===== config.mk =====
export PLATFORM = sky130hd
export DESIGN_NAME = mmcp_lane
export DESIGN_NICKNAME = d
export VERILOG_FILES = /design/src/sv/mmcp_pkg.sv /design/src/sv/mmcp_lane.sv
export SDC_FILE = /design/constraint.sdc
export NUM_CORES = 2
export LEC_CHECK = 0
export BUFFER_PORTS_ARGS = -buffer_cell sky130_fd_sc_hd__buf_2
export CAP_MARGIN = 40
export CORE_MARGIN = 2
export CORE_UTILIZATION = 60
export CTS_CLUSTER_SIZE = 40
export DETAILED_ROUTE_END_ITERATION = 8
export PLACE_DENSITY = 0.86
export SYNTH_ARGS = -nofsm -noshare
export SYNTH_HDL_FRONTEND = slang
export SYNTH_SLANG_ARGS = --single-unit

===== constraint.sdc =====
create_clock -name clk -period 15.9 [get_ports clk]
set_clock_uncertainty 0.15 [all_clocks]
set_input_delay 1.59 -clock clk [delete_from_list [all_inputs] [get_ports clk]]
set_output_delay 1.59 -clock clk [all_outputs]
set_load 0.05 [all_outputs]

===== src/sv/mmcp_pkg.sv =====
// Shared constants for the motor command packer: register map and datapath widths.
// Used by mmcp_lane.sv and mit_motor_command_packer.sv; depends on nothing.
package mmcp_pkg;

  localparam int unsigned VAL_W    = 33;  // signed command value after offset and inversion
  localparam int unsigned SPAN_W   = 32;  // hi - lo of a nonempty range
  localparam int unsigned DIV_STEPS = 16; // quotient bits produced, one per stage
  localparam int unsigned NUM_W    = 50;  // width of off * 2N + span
  localparam int unsigned REM_W    = 33;  // remainder below 2 * span
  localparam int unsigned LANE_LAT = DIV_STEPS + 2;

  localparam int unsigned CFG_AW = 5;

  localparam logic [2:0] REG_POS_MIN     = 3'd0;
  localparam logic [2:0] REG_POS_MAX     = 3'd1;
  localparam logic [2:0] REG_VEL_MIN     = 3'd2;
  localparam logic [2:0] REG_VEL_MAX     = 3'd3;
  localparam logic [2:0] REG_TOR_MIN     = 3'd4;
  localparam logic [2:0] REG_TOR_MAX     = 3'd5;
  localparam logic [2:0] REG_ZERO_OFFSET = 3'd6;
  localparam logic [2:0] REG_SIGN_FLAGS  = 3'd7;

  localparam logic [1:0] OP_RUN  = 2'd1;
  localparam logic [1:0] OP_DAMP = 2'd2;

endpackage


===== src/sv/mmcp_lane.sv =====
// One field of the packer: clamp, build the rounding numerator, and a pipelined
// restoring divider with one quotient bit per stage. Depends on mmcp_pkg.
module mmcp_lane #(
  parameter int unsigned NB = 16
) (
  input  logic                                    clk,
  input  logic                                    en,
  input  logic signed [mmcp_pkg::VAL_W-1:0]       val_i,
  input  logic signed [mmcp_pkg::VAL_W-1:0]       lo_i,
  input  logic signed [mmcp_pkg::VAL_W-1:0]       hi_i,
  input  logic                                    kill_i,
  output logic [NB-1:0]                           code_o
);

  localparam int unsigned ST = mmcp_pkg::DIV_STEPS;

  logic signed [mmcp_pkg::VAL_W-1:0] clamp_c;
  logic [mmcp_pkg::VAL_W-1:0]        off_full_c;
  logic [mmcp_pkg::VAL_W-1:0]        span_full_c;

  logic [mmcp_pkg::SPAN_W-1:0] off_r;
  logic [mmcp_pkg::SPAN_W-1:0] span_r;
  logic                        zero_r;

  logic [mmcp_pkg::NUM_W-1:0]  num_c;

  logic [mmcp_pkg::REM_W-1:0]  rem_r  [0:ST];
  logic [ST-1:0]               low_r  [0:ST];
  logic [ST-1:0]               quo_r  [0:ST];
  logic [mmcp_pkg::REM_W-1:0]  div_r  [0:ST];
  logic                        z_r    [0:ST];

  always_comb begin
    if (val_i < lo_i) begin
      clamp_c = lo_i;
    end else if (val_i > hi_i) begin
      clamp_c = hi_i;
    end else begin
      clamp_c = val_i;
    end
    off_full_c  = clamp_c - lo_i;
    span_full_c = hi_i - lo_i;
  end

  always_ff @(posedge clk) begin
    if (en) begin
      off_r  <= off_full_c[mmcp_pkg::SPAN_W-1:0];
      span_r <= span_full_c[mmcp_pkg::SPAN_W-1:0];
      zero_r <= kill_i | (lo_i >= hi_i);
    end
  end

  // off * 2N with N = 2^NB - 1, plus span for round half up.
  assign num_c = ({{(mmcp_pkg::NUM_W-mmcp_pkg::SPAN_W){1'b0}}, off_r} << (NB + 1))
               - ({{(mmcp_pkg::NUM_W-mmcp_pkg::SPAN_W){1'b0}}, off_r} << 1)
               + {{(mmcp_pkg::NUM_W-mmcp_pkg::SPAN_W){1'b0}}, span_r};

  always_ff @(posedge clk) begin
    if (en) begin
      rem_r[0] <= num_c[mmcp_pkg::NUM_W-2:ST];
      low_r[0] <= num_c[ST-1:0];
      quo_r[0] <= '0;
      div_r[0] <= {span_r, 1'b0};
      z_r[0]   <= zero_r;
    end
  end

  for (genvar k = 0; k < ST; k++) begin : g_step
    logic [mmcp_pkg::REM_W:0] trial_c;
    logic [mmcp_pkg::REM_W:0] diff_c;
    logic                     ge_c;
    assign trial_c = {rem_r[k], low_r[k][ST-1]};
    assign diff_c  = trial_c - {1'b0, div_r[k]};
    assign ge_c    = trial_c >= {1'b0, div_r[k]};
    always_ff @(posedge clk) begin
      if (en) begin
        rem_r[k+1] <= ge_c ? diff_c[mmcp_pkg::REM_W-1:0] : trial_c[mmcp_pkg::REM_W-1:0];
        low_r[k+1] <= {low_r[k][ST-2:0], 1'b0};
        quo_r[k+1] <= {quo_r[k][ST-2:0], ge_c};
        div_r[k+1] <= div_r[k];
        z_r[k+1]   <= z_r[k];
      end
    end
  end

  assign code_o = z_r[ST] ? '0 : quo_r[ST][NB-1:0];

endmodule


* Word level (Yosys, flattened, before mapping)
Memories as Yosys holds them, arrays and structs flattened. Index checks and enable logic that the tools add are counted.
Storage, ports and cells: input bits 102, bits in registers 65, output and inout bits 16, memory bits (writable) 1683, logic and storage cells 69, memories kept 5
Memories:
- div_r | words 17, bits a word 33, rd ports 16, clocked after Yosys merged registers in 0, write ports 17, line mmcp_lane.sv:30 | logic [mmcp_pkg::REM_W-1:0] div_r [0:ST];
- rem_r | words 17, bits a word 33, rd ports 16, clocked after Yosys merged registers in 0, write ports 17, line mmcp_lane.sv:27 | logic [mmcp_pkg::REM_W-1:0] rem_r [0:ST];
- low_r | words 17, bits a word 16, rd ports 16, clocked after Yosys merged registers in 0, write ports 17, line mmcp_lane.sv:28 | logic [ST-1:0] low_r [0:ST];
- quo_r | words 17, bits a word 16, rd ports 17, clocked after Yosys merged registers in 0, write ports 17, line mmcp_lane.sv:29 | logic [ST-1:0] quo_r [0:ST];
- z_r | words 17, bits a word 1, rd ports 17, clocked after Yosys merged registers in 0, write ports 17, line mmcp_lane.sv:31 | logic z_r [0:ST];
Cells by class: $add $sub $neg 20, bitwise logic cells 1, mux-type cells 21, order comparisons 19
Operators with widths (count):
- $ge A34 B33 Y1 | 16
- $mux W33 | 16
- $sub A33 B33 Y33 | 16
- $mux W32 | 2
- $sub A32 B32 Y32 | 2
- $add A49 B32 Y49 | 1
- $sub A49 B33 Y49 | 1
- $ge A33 B33 Y1 | 1
- $gt A33 B33 Y1 | 1
- $lt A33 B33 Y1 | 1
- $mux W16 | 1
- $mux W1 | 2
- $or A1 B1 Y1 | 1

* Logic depth before layout (Yosys ltp)
depth after elaboration 4, mapped depth 26, gate-level depth less buffers 25

* Worst setup path before layout
Ideal clock, no wire load.
kind input -> register, start point input hi_i[12] in the netlist's numbering, end point register off_r[31] in the netlist's numbering (data pin), path buffers 2, required time 15.486 ns, library setup time 0.264 ns, arrival 6.432 ns, stages 24, path slack 9.054 ns, cells stage by stage inv_1 > ha_1 > nand4_1 > nor4_1 > nand4_1 > and3_1 > a32oi_1 > o221a_2 > clkbuf_1 > clkbuf_1 > nor2_1 > a211oi_1 > a21oi_1 > ha_1 > nor2b_1 > o2111ai_1 > and4b_1 > o41ai_1 > a21oi_1 > o21ai_1 > a311oi_1 > o21a_1 > o311ai_1 > xnor2_1
On the way: longest elaborated chain between the ends 4
RTL lines:
- start, declared | line mmcp_lane.sv:10 | input logic signed [mmcp_pkg::VAL_W-1:0] hi_i,
- $gt A33 B33 Y1 | line mmcp_lane.sv:36 | end else if (val_i > hi_i) begin
- $mux W32 * | line mmcp_lane.sv:36
- $mux W32 * | line mmcp_lane.sv:34 | if (val_i < lo_i) begin
- $sub A32 B32 Y32 * | line mmcp_lane.sv:41 | off_full_c = clamp_c - lo_i;
- named net off_full_c (one bit) | line mmcp_lane.sv:18 | logic [mmcp_pkg::VAL_W-1:0] off_full_c;
- end signal, assigned | line mmcp_lane.sv:47 | off_r <= off_full_c[mmcp_pkg::SPAN_W-1:0];
- end, declared | line mmcp_lane.sv:21 | logic [mmcp_pkg::SPAN_W-1:0] off_r;
Mark *: on every way through the listed nets, which the timed path passes. The rest lies on a longest branch. A chain may end at the register's enable or synchronous reset.

* Worst setup path in the final report
start point input hi_i[24] in the netlist's numbering, end point register off_r[28] in the netlist's numbering (data pin)
Same word-level chain as after synthesis.

==> impl.org <==
** Routing
- Detail Route Antenna Nets :: 0
- The detailed router finished its first iteration with 5141 violations.
- Dividing the detail-routed via count by the number of cells gives 6.15.
- DRC errors left :: 0
- Final routed wire length divided by cell count :: 21.7 um
- Vias after detailed routing :: 58280
- The first TritonRoute pass finished after 6 iterations.
- Wires add up to 206 mm.

** Finish
- Highest-count cells in the layout ignoring fill and taps :: sky130_fd_sc_hd__edfxtp_1 (1378), sky130_fd_sc_hd__inv_1 (834), sky130_fd_sc_hd__ha_1 (734), sky130_fd_sc_hd__a21oi_1 (677), sky130_fd_sc_hd__nor2_1 (441)
- The final layout contains 8456 nets.
- Counting the fill cells in the layout gives 9896.
- Leaving out fill and tap cells, the most frequent cell in the layout is sky130_fd_sc_hd__edfxtp_1.
- The finished layout holds 9482 standard cells, fillers aside.
- In the final layout, the share of cells above drive strength 1 is 0.0771.
- Relative to the synthesized area, the layout overhead comes to 9.27%.

** Synth
- Cell taking the most area after synthesis :: sky130_fd_sc_hd__edfxtp_1
- Mean instance size in the synthesized netlist :: 11.0 um2
- Synth top area cells :: sky130_fd_sc_hd__edfxtp_1 (51%), sky130_fd_sc_hd__ha_1 (11%), sky130_fd_sc_hd__a21oi_1 (4.1%)
- The share of the Yosys chip area taken by registers is 0.507.
- Number of different library cells in the post-synthesis netlist :: 81
- Synth warn :: 0
- Number of standard cells after synthesis :: 7401
- Post-synth ARST share :: 0
- The synthesized design contains 1378 register bits.
- The cell area that synthesis handed to floorplanning was 81700 um2.
- Fraction of post-synthesis cell area in the top cell type by area :: 0.507
- For this run, the leading register cell type out of synthesis is sky130_fd_sc_hd__edfxtp_1.
- Net count after synthesis :: 8270
- Yosys mapped a number of flops with a built-in enable equal to 1378.

** CTS
- Clock insertion delay at the later pin of the skew report :: 820 ps
- Resized Gates After CTS :: 0
- The tree built by TritonCTS fans out to 1378 sinks.
- CTS Root Buffer Type :: sky130_fd_sc_hd__clkbuf_16
- The number of setup buffers added after CTS is 0.
- In this run, post-CTS hold repair placed 0 buffers.
- Clock buffer depth :: 3
- TritonCTS built the clock tree.
- Buffers inserted during clock tree synthesis total 147.
- Number of H-tree levels :: 4
- Register clock-pin slew on the reported worst setup and hold paths :: 60 ps

** Outcome
- The flow ran to the end, and the final reports show no timing, DRC or antenna violations.

** Placed design
- The congestion estimate from routability-driven global placement came to 0.970.
- Number of instances in the placed design :: 9219
- Count of port buffers added during placement :: 117
- Detailed placement HPWL :: 157 mm

** STA
- The total count of hold-check failures in the final report was 0.
- TNS Setup :: 0 ps
- Setup violations remaining at the end of the flow were counted as 0.
- Period utilisation layout :: 0.459
- Slew Viols, Final :: 0
- Timing would allow up to 0.137 GHz.
- Setup repair after global routing missed its margin :: no
- Final critical path time including I/O delays and setup :: 7300 ps
- The worst pin sits at a relative slew slack of 0.238.
- Measured slew at the worst slew-check pin :: 1140 ps

** Worst hold path
- The worst hold path belongs to the class reg -> reg.

** Setup path
- STA classifies the critical path startpoint as a primary input.
- In this design, the stage delay of the slowest critical-path cell is 700 ps.
- Data on the critical path is required at its endpoint by 16300 ps.
- Crit Path Category :: in -> reg
- Along the worst path, the maximum fanout reaches 42.
- Critical Path Most Common Cell :: sky130_fd_sc_hd__a21oi_1
- Library cell contributing the largest single delay on the critical path :: sky130_fd_sc_hd__o32ai_1
- The worst setup path is captured at a flip-flop.
- For the worst setup path, the data arrival time is 7700 ps.

** Global route
- The number of antenna violations at the first check in global routing is 4.
- Number of global-route vias before repair :: 58193
- For this run the aggregate overflow at the end of global routing stands at 0.
- Largest net degree at the start of global routing :: 188
- Overall routing resource usage :: 0.291
- The first global-routing pass estimated 317 mm of wire.

** Job
- Across the run, the number of max-cap violations was 0.

** Floorplanning
- In this run the count of I/O pins placed on the die edge is 118.
- For this configuration, the core starts out at a cell density of 0.604.
- DIE AREA :: 139000 um2
- Horizontal die dimension :: 373 um
- The floorplan has 135 rows.
- Height of the die :: 373 um
- The floorplan step defined a core boundary enclosing 135000 um2.

** Power and ir drop
- Power spread over the standard cell area amounts to 215 nW/um2.
- Leak Pwr :: 37.5 nW
- Worst IR Drop VDD :: 135 uV
- After layout, the design draws a total of 19.2 mW.
layout make-up:
cell class                      count  area (um2)  share of cell area
Antenna cell                        1        2.50           0.0000280
Clock buffer                      182        3830              0.0429
Clock inverter                     80         826             0.00925
Inverter                          837        3140              0.0352
Multi-Input combinational cell   5056       36700               0.411
Sequential cell                  1378       41400               0.464
Tap cell                         1781        2230              0.0250
Timing Repair Buffer              167        1110              0.0125
logic make-up (layout without fill, tap and decap cells):
logic type               Yosys count  count (layout)  synth area share
XOR/XNOR                         478             478            0.0513
AO/OA/AOI/OAI                   2035            2035             0.156
AND/OR/NAND/NOR                 1600            1600            0.0950
multiplexers                     176             176            0.0253
flip-flops                      1378            1378             0.507
buffers and inverters            967            1266            0.0450
adder cells (fa/ha/maj)          767             767             0.121
other                              0               1                 0
power by group:
| part | switching (mW) | total, mW | internal (mW) |
|---|---|---|---|
| Sequential | 0.630 | 6.23 | 5.60 |
| Clock | 1.47 | 3.33 | 1.86 |
| Combinational | 5.66 | 9.66 | 4.00 |
| Total | 7.76 | 19.2 | 11.5 |
worst max-delay path: cells and delay by family:
kind	cells	cell delay, ps
and+or+nand+nor	5	1170
buffers and inverters	4	720
adders and majority gates	3	740
xor gates and xnor gates	1	150
AOI/OAI and AO/OA	13	3320
flip-flops by register name, summed over array words and instances, names as in the netlist:
| register | count |
|---|---|
| quo_r | 136 |
| zero_r | 1 |
| z_r | 17 |
| off_r | 32 |
| div_r | 497 |
| low_r | 135 |
| rem_r | 528 |
| span_r | 32 |
synth_stat cells (all sizes together), types with 36 or more instances:
cell    instances
nand2         419
xor2          184
o211ai         43
a31oi          52
a21o          319
a211oi         83
a21oi         677
mux2          161
edfxtp       1378
nor2b         109
nand3          97
xnor2         294
o21bai         89
nand4          99
o21a           67
or3            36
o21ai         425
ha            734
nor2          442
inv           834
o31ai          52
nor3           89
and3           54
clkbuf         97
nand2b         92
worst paths after layout:
path         depth (start not counted)       endpoint  slack (ps)     startpoint
min                                  0   low_r[0][23]         250    low_r[0][6]
max                                 26      off_r[28]        8600       hi_i[24]
min reg2reg                          0   low_r[0][23]         250    low_r[0][6]
max reg2reg                         12  rem_r[0][315]       11010  div_r[0][274]
metrics by stage:
stage	utilization	hold WS, ps	worst slack [ps]	cell area, um2
after global placement	0.624	251	8030	84400
after CTS	0.660	244	8760	89200
after floorplan	-	250	9050	81700
after detailed placement	0.625	255	7920	84600
after global routing	0.660	259	8240	89200
final	0.660	247	8600	89200
routing by layer:
metal / vias up / wire, um / GRT usage
li1: 27484 / - / -
met2: 2127 / 105000 / 0.525
met4: 4 / 17100 / 0.216
met3: 725 / 10400 / 0.0440
met1: 27940 / 73100 / 0.308
met5: - / 26 / 0
No activity file was read; power rests on OpenSTA's default activity.
